--- src/cmli_pkg.sv ---
// ----------------------------------------------------------------------------
// cmli_pkg: shared types and constants of the color map lookup interpolator
// Field widths, request codes, stream widths and position helper functions.
// ----------------------------------------------------------------------------
package cmli_pkg;

	localparam int DEF_TABLE_ENTRIES = 256;

	localparam int POS_W  = 24;  // signed q8.16 position
	localparam int IDX_W  = 10;  // table index field
	localparam int COL_W  = 16;  // one color channel
	localparam int ONE_W  = 17;  // q1.16 scalar in [0, 1.0]
	localparam int FRAC_W = 16;

	localparam logic [ONE_W-1:0] ONE_Q16 = ONE_W'(1) << FRAC_W;

	localparam int IN_TDATA_W  = 168;
	localparam int IN_TUSER_W  = 2;
	localparam int OUT_TDATA_W = 3 * COL_W;
	localparam int OUT_TUSER_W = 2;

	typedef enum logic [1:0] {
		REQ_SAMPLE_CLAMP = 2'd0,
		REQ_SAMPLE_WRAP  = 2'd1,
		REQ_SPAN_INDEX   = 2'd2,
		REQ_SPAN_POS     = 2'd3
	} req_t;

	typedef struct packed {
		logic busy;
		logic done;
	} div_stat_t;

	typedef logic [2:0][COL_W-1:0] rgb_t;

	function automatic logic [ONE_W-1:0] clamp01(input logic signed [POS_W-1:0] p);
		logic [ONE_W-1:0] r;
		if (p < 0) begin
			r = '0;
		end else if (p > $signed(POS_W'(ONE_Q16))) begin
			r = ONE_Q16;
		end else begin
			r = p[ONE_W-1:0];
		end
		return r;
	endfunction

	// negative exact integers land on 1.0
	function automatic logic [ONE_W-1:0] wrap01(input logic signed [POS_W-1:0] p);
		logic [ONE_W-1:0] r;
		if (p[POS_W-1] && (p[FRAC_W-1:0] == '0)) begin
			r = ONE_Q16;
		end else begin
			r = {1'b0, p[FRAC_W-1:0]};
		end
		return r;
	endfunction

endpackage

--- src/cmli_div.sv ---
// ----------------------------------------------------------------------------
// cmli_div: three-lane bit-serial floor divider
// Divides three signed channel deltas by one small unsigned divisor, one
// quotient bit per cycle, and returns floor quotient and non-negative remainder.
// ----------------------------------------------------------------------------
module cmli_div #(
	parameter int NW = 8
) (
	input  logic                                clk,
	input  logic                                arst_n,
	input  logic                                start,
	input  logic [NW-1:0]                       divisor,
	input  logic [2:0][cmli_pkg::COL_W:0]       dividend,
	output logic [2:0][cmli_pkg::COL_W:0]       quotient,
	output logic [2:0][NW-1:0]                  remainder,
	output cmli_pkg::div_stat_t                 stat
);
	import cmli_pkg::*;

	localparam int CW = $clog2(COL_W + 1);

	logic              busy_q;
	logic              done_q;
	logic [CW-1:0]     cnt_q;
	logic [NW-1:0]     div_q;
	logic [2:0]        neg_q;
	logic [2:0][COL_W-1:0] mag_q;
	logic [2:0][NW-1:0]    rem_q;

	logic [2:0][COL_W:0]   neg_in;
	logic [2:0][COL_W-1:0] mag_in;
	logic [2:0][NW:0]      trial;
	logic [2:0][NW:0]      diff;
	logic [2:0]            fits;
	logic [2:0][COL_W:0]   qm;

	always_comb begin
		for (int l = 0; l < 3; l++) begin
			neg_in[l] = -dividend[l];
			mag_in[l] = dividend[l][COL_W] ? neg_in[l][COL_W-1:0] : dividend[l][COL_W-1:0];
			trial[l]  = {rem_q[l], mag_q[l][COL_W-1]};
			diff[l]   = trial[l] - {1'b0, div_q};
			fits[l]   = trial[l] >= {1'b0, div_q};
			qm[l]     = {1'b0, mag_q[l]} + (COL_W+1)'(rem_q[l] != '0);
			// round toward minus infinity for negative deltas
			quotient[l]  = neg_q[l] ? -qm[l] : {1'b0, mag_q[l]};
			remainder[l] = (neg_q[l] && (rem_q[l] != '0)) ? div_q - rem_q[l] : rem_q[l];
		end
	end

	always_ff @(posedge clk or negedge arst_n) begin
		if (!arst_n) begin
			busy_q <= 1'b0;
			done_q <= 1'b0;
			cnt_q  <= '0;
		end else if (start) begin
			busy_q <= 1'b1;
			done_q <= 1'b0;
			cnt_q  <= CW'(COL_W);
		end else if (busy_q) begin
			cnt_q <= cnt_q - 1'b1;
			if (cnt_q == CW'(1)) begin
				busy_q <= 1'b0;
				done_q <= 1'b1;
			end
		end else begin
			done_q <= 1'b0;
		end
	end

	// quotient bits shift in where dividend bits shift out
	always_ff @(posedge clk) begin
		if (start) begin
			div_q <= divisor;
			for (int l = 0; l < 3; l++) begin
				neg_q[l] <= dividend[l][COL_W];
				mag_q[l] <= mag_in[l];
				rem_q[l] <= '0;
			end
		end else if (busy_q) begin
			for (int l = 0; l < 3; l++) begin
				mag_q[l] <= {mag_q[l][COL_W-2:0], fits[l]};
				rem_q[l] <= fits[l] ? diff[l][NW-1:0] : trial[l][NW-1:0];
			end
		end
	end

	assign stat.busy = busy_q;
	assign stat.done = done_q;

endmodule

--- config.mk ---
export PLATFORM = sky130hd
export DESIGN_NAME = cmli_div
export DESIGN_NICKNAME = d
export VERILOG_FILES = /design/src/cmli_pkg.sv /design/src/cmli_div.sv
export SDC_FILE = /design/constraint.sdc
export NUM_CORES = 1
export LEC_CHECK = 0
export BUFFER_PORTS_ARGS = -buffer_cell sky130_fd_sc_hd__buf_4
export CAP_MARGIN = 20
export CORE_ASPECT_RATIO = 1.2
export CORE_MARGIN = 2
export CORE_UTILIZATION = 48
export DETAILED_ROUTE_END_ITERATION = 16
export MAX_ROUTING_LAYER = met4
export PLACE_DENSITY = 0.69
export SKIP_CTS_REPAIR_TIMING = 1
export SLEW_MARGIN = 20
export SYNTH_ARGS = -nofsm -noshare
export SYNTH_HDL_FRONTEND = slang
export SYNTH_SLANG_ARGS = --single-unit
export TNS_END_PERCENT = 100
--- constraint.sdc ---
create_clock -name clk -period 9.3 [get_ports clk]
set_clock_uncertainty 0.15 [all_clocks]
set_input_delay 1.86 -clock clk [delete_from_list [all_inputs] [get_ports clk]]
set_output_delay 1.86 -clock clk [all_outputs]
set_load 0.1 [all_outputs]
==> key figures <==
Setup path
  • Crit. End Element: output port
  • Cells on worst reg2reg path: 8
  • Worst Path Class, Setup: reg -> out
  • Crit path arrival time: 3.81 ns
  • Worst Path Max Fanout: 5
  • Worst Path Required: 7.29 ns
  • Nature of the critical path startpoint: register

Drt
  • DR WL/cell: 16.0 µm
  • Post-route DRC: 0
  • Post-DRT Antenna Nets: 0
  • DR pass1 iterations: 5
  • Via Count: 8932
  • Final WL: 25200 µm
  • Initial DRC Count: 450
  • Via/cell ratio: 5.67

CTS
  • CTS H-Tree Depth: 3
  • Clock root buffer: clkbuf_16
  • Later-pin clock latency in the skew report: 0.35 ns
  • CTS Buf Count: 9
  • TritonCTS sink count: 90
  • CTS clk-pin slew, worst paths: 0.06 ns
  • Max clock buf depth: 2
  • TritonCTS clock tree: built

Die
  • Initial Util: 0.493
  • Die Y: 159 µm
  • Row cnt: 56
  • Total core area: 0.0196 mm²
  • Die Wd: 134 µm
  • Ports: 139
  • Die ar.: 0.0213 mm²

Global route
  • Vias in the first global route: 8817
  • Global-route wire length before repair: 41800 µm
  • Largest net degree at the start of global routing: 99
  • Grt ovf: 0
  • Initial antenna violation count: 0
  • Tot GR Track Use: 0.245

Job
  • Max Cap Viol: 0

Timing
  • Period minus WS final: 5.82 ns
  • Post-route setup TNS: 0 ns
  • Fin crit share: 0.626
  • Worst hold margin: 0.378 ns
  • Fin. Hold Viols: 0
  • Slew @ Worst Pin: 1.01 ns
  • RSZ-0062 raised after global routing: false
  • Final setup viols: 0
  • Max-slew violations: 0
  • Max Fclk: 172 MHz
  • Final worst slack: 3.48 ns
  • Max_slew headroom: 0.330

Synthesis
  • Largest cells by area after synthesis: edfxtp_1, ha_1, dfxtp_1
  • Most frequent cell after synthesis: nor2_1
  • Mapped Area: 0.00967 mm²
  • Syn_nets: 1367
  • Seq/Total Area, Yosys: 0.251
  • Synth unique cells: 65
  • Primary FF master, synth: edfxtp_1
  • Yosys reg bits: 90
  • Synth Area per Inst: 8.11 µm²
  • Most instantiated cells after synthesis: nor2_1, ha_1, inv_1
  • Gate Count Post-Synth: 1192
  • Yosys top cell by area: edfxtp_1
  • EDFF count, synth: 59
  • Synth top area share: 0.183
  • YS warnings: 0
  • Asr flop ratio synth: 0.0778

Power and ir drop
  • VDD IR max: 0.240 mV
  • PwrDens: 373 mW/mm²
  • Leakage Power: 5.04 nW

Final layout
  • Layout Nets: 1484
  • Syn-to-layout area delta: 16.1%
  • N_diodes: 0
  • Register area: 0.00243 mm²
  • Multi-input logic area: 0.00668 mm²
  • Fill cell count: 1915
  • Finished Core Util: 0.572
  • Proportion of layout cells with a drive suffix above 1: 0.134
  • Finished Layout Cells: 1575

Placement
  • DP HPWL: 19800 µm
  • Worst slack, placed: 3.86 ns
  • IO Port Bufs: 138
  • Gp weighted congestion: 0.918
  • Placed Instances: 1559

Hold path
  • HP Class: reg -> reg
  • Hold Crit Depth: 2

Run status
  • Status: complete, no violations
[where the power goes]
group	switching [mW]	internal, mW	total, mW
clock	0.158	0.213	0.371
combinational	2.27	0.913	3.18
sequential	0.0994	0.530	0.629
total	2.53	1.66	4.18
[layout make-up]
class	count	share of cell area
repair buffers	147	0.0983
well taps	261	0.0291
clock buffers	15	0.0257
clock inverters	1	0.000669
multi-input cells	956	0.595
flip-flops and latches	90	0.216
inverters	105	0.0351
[worst max-delay path, stage by stage (launching register included)]
cell,delay (ns)
dfxtp_1,0.36
or4_1,0.56
nor2_1,0.26
ha_1,0.21
ha_1,0.16
inv_1,0.06
ha_1,0.19
or3_1,0.38
a311oi_1,0.46
a221oi_1,0.19
xor2_1,0.18
mux2i_1,0.15
buf_4,0.31
[state kept, by name (all words and copies together), names as in the netlist]
name and count:
busy_q 1, neg_q 3, done_q 1, div_q 8
cnt_q 5, mag_q 48, rem_q 24
[per-stage QoR]
step	instance area, µm²	total power, mW
final	11200	4.18
after global routing	11200	4.45
after CTS	11200	4.20
after detailed placement	10900	3.81
after global placement	10900	3.79
after floorplan	9670	3.19
[worst paths after layout]
path / startpoint / end / slack, ns
hold reg to reg: cnt_q[4] / cnt_q[4] / 0.38
setup / recovery: rem_q[20] / quotient[47] / 3.48
min in group asynchronous: arst_n / cnt_q[1] / 1.16
setup reg to reg: div_q[1] / rem_q[16] / 5.86
hold / removal: cnt_q[4] / cnt_q[4] / 0.38
max in group asynchronous: arst_n / busy_q / 7.71
[placed cells by master (no fill, tap or decap), types with 6 or more instances in the layout]
cell type and n:
buf_4 147, nor2_1 117, ha_1 107, inv_1 104, nand2_1 99, a21oi_1 91
o21ai_0 78, edfxtp_1 59, xor2_1 53, xnor2_1 49, mux2i_1 46, nor3_1 36
o21a_1 25, dfxtp_1 24, o22ai_1 20, a211oi_1 19, nand3_1 16, o31ai_1 15
a21o_1 15, nand2b_1 14, nor2b_1 13, or3_1 10, clkbuf_16 10, nand4_1 9
o21bai_1 9, o41ai_1 8, or4_1 8, a21boi_0 8, dfrtp_1 7, a211o_1 6
o31a_1 6, and2_1 6, nor4_1 6, a31oi_1 6, fa_1 6
[logic make-up after synthesis]
logic type / Yosys count / synth area share
AO/OA/AOI/OAI: 339 / 0.223
XOR/XNOR: 102 / 0.0924
adder cells (fa/ha/maj): 113 / 0.151
buffers and inverters: 146 / 0.0582
flip-flops: 90 / 0.251
multiplexers: 51 / 0.0535
AND/OR/NAND/NOR: 351 / 0.171
[metal layers]
layer  vias to the layer above  GRT usage  part of all wire
met2                       179      0.424              0.50
met4                         0     0.0706             0.018
met5                         -          -                 0
met1                      4189      0.298              0.44
li1                       4534          -                 -
met3                        30     0.0328             0.039
(Power assumes the default switching activity.)
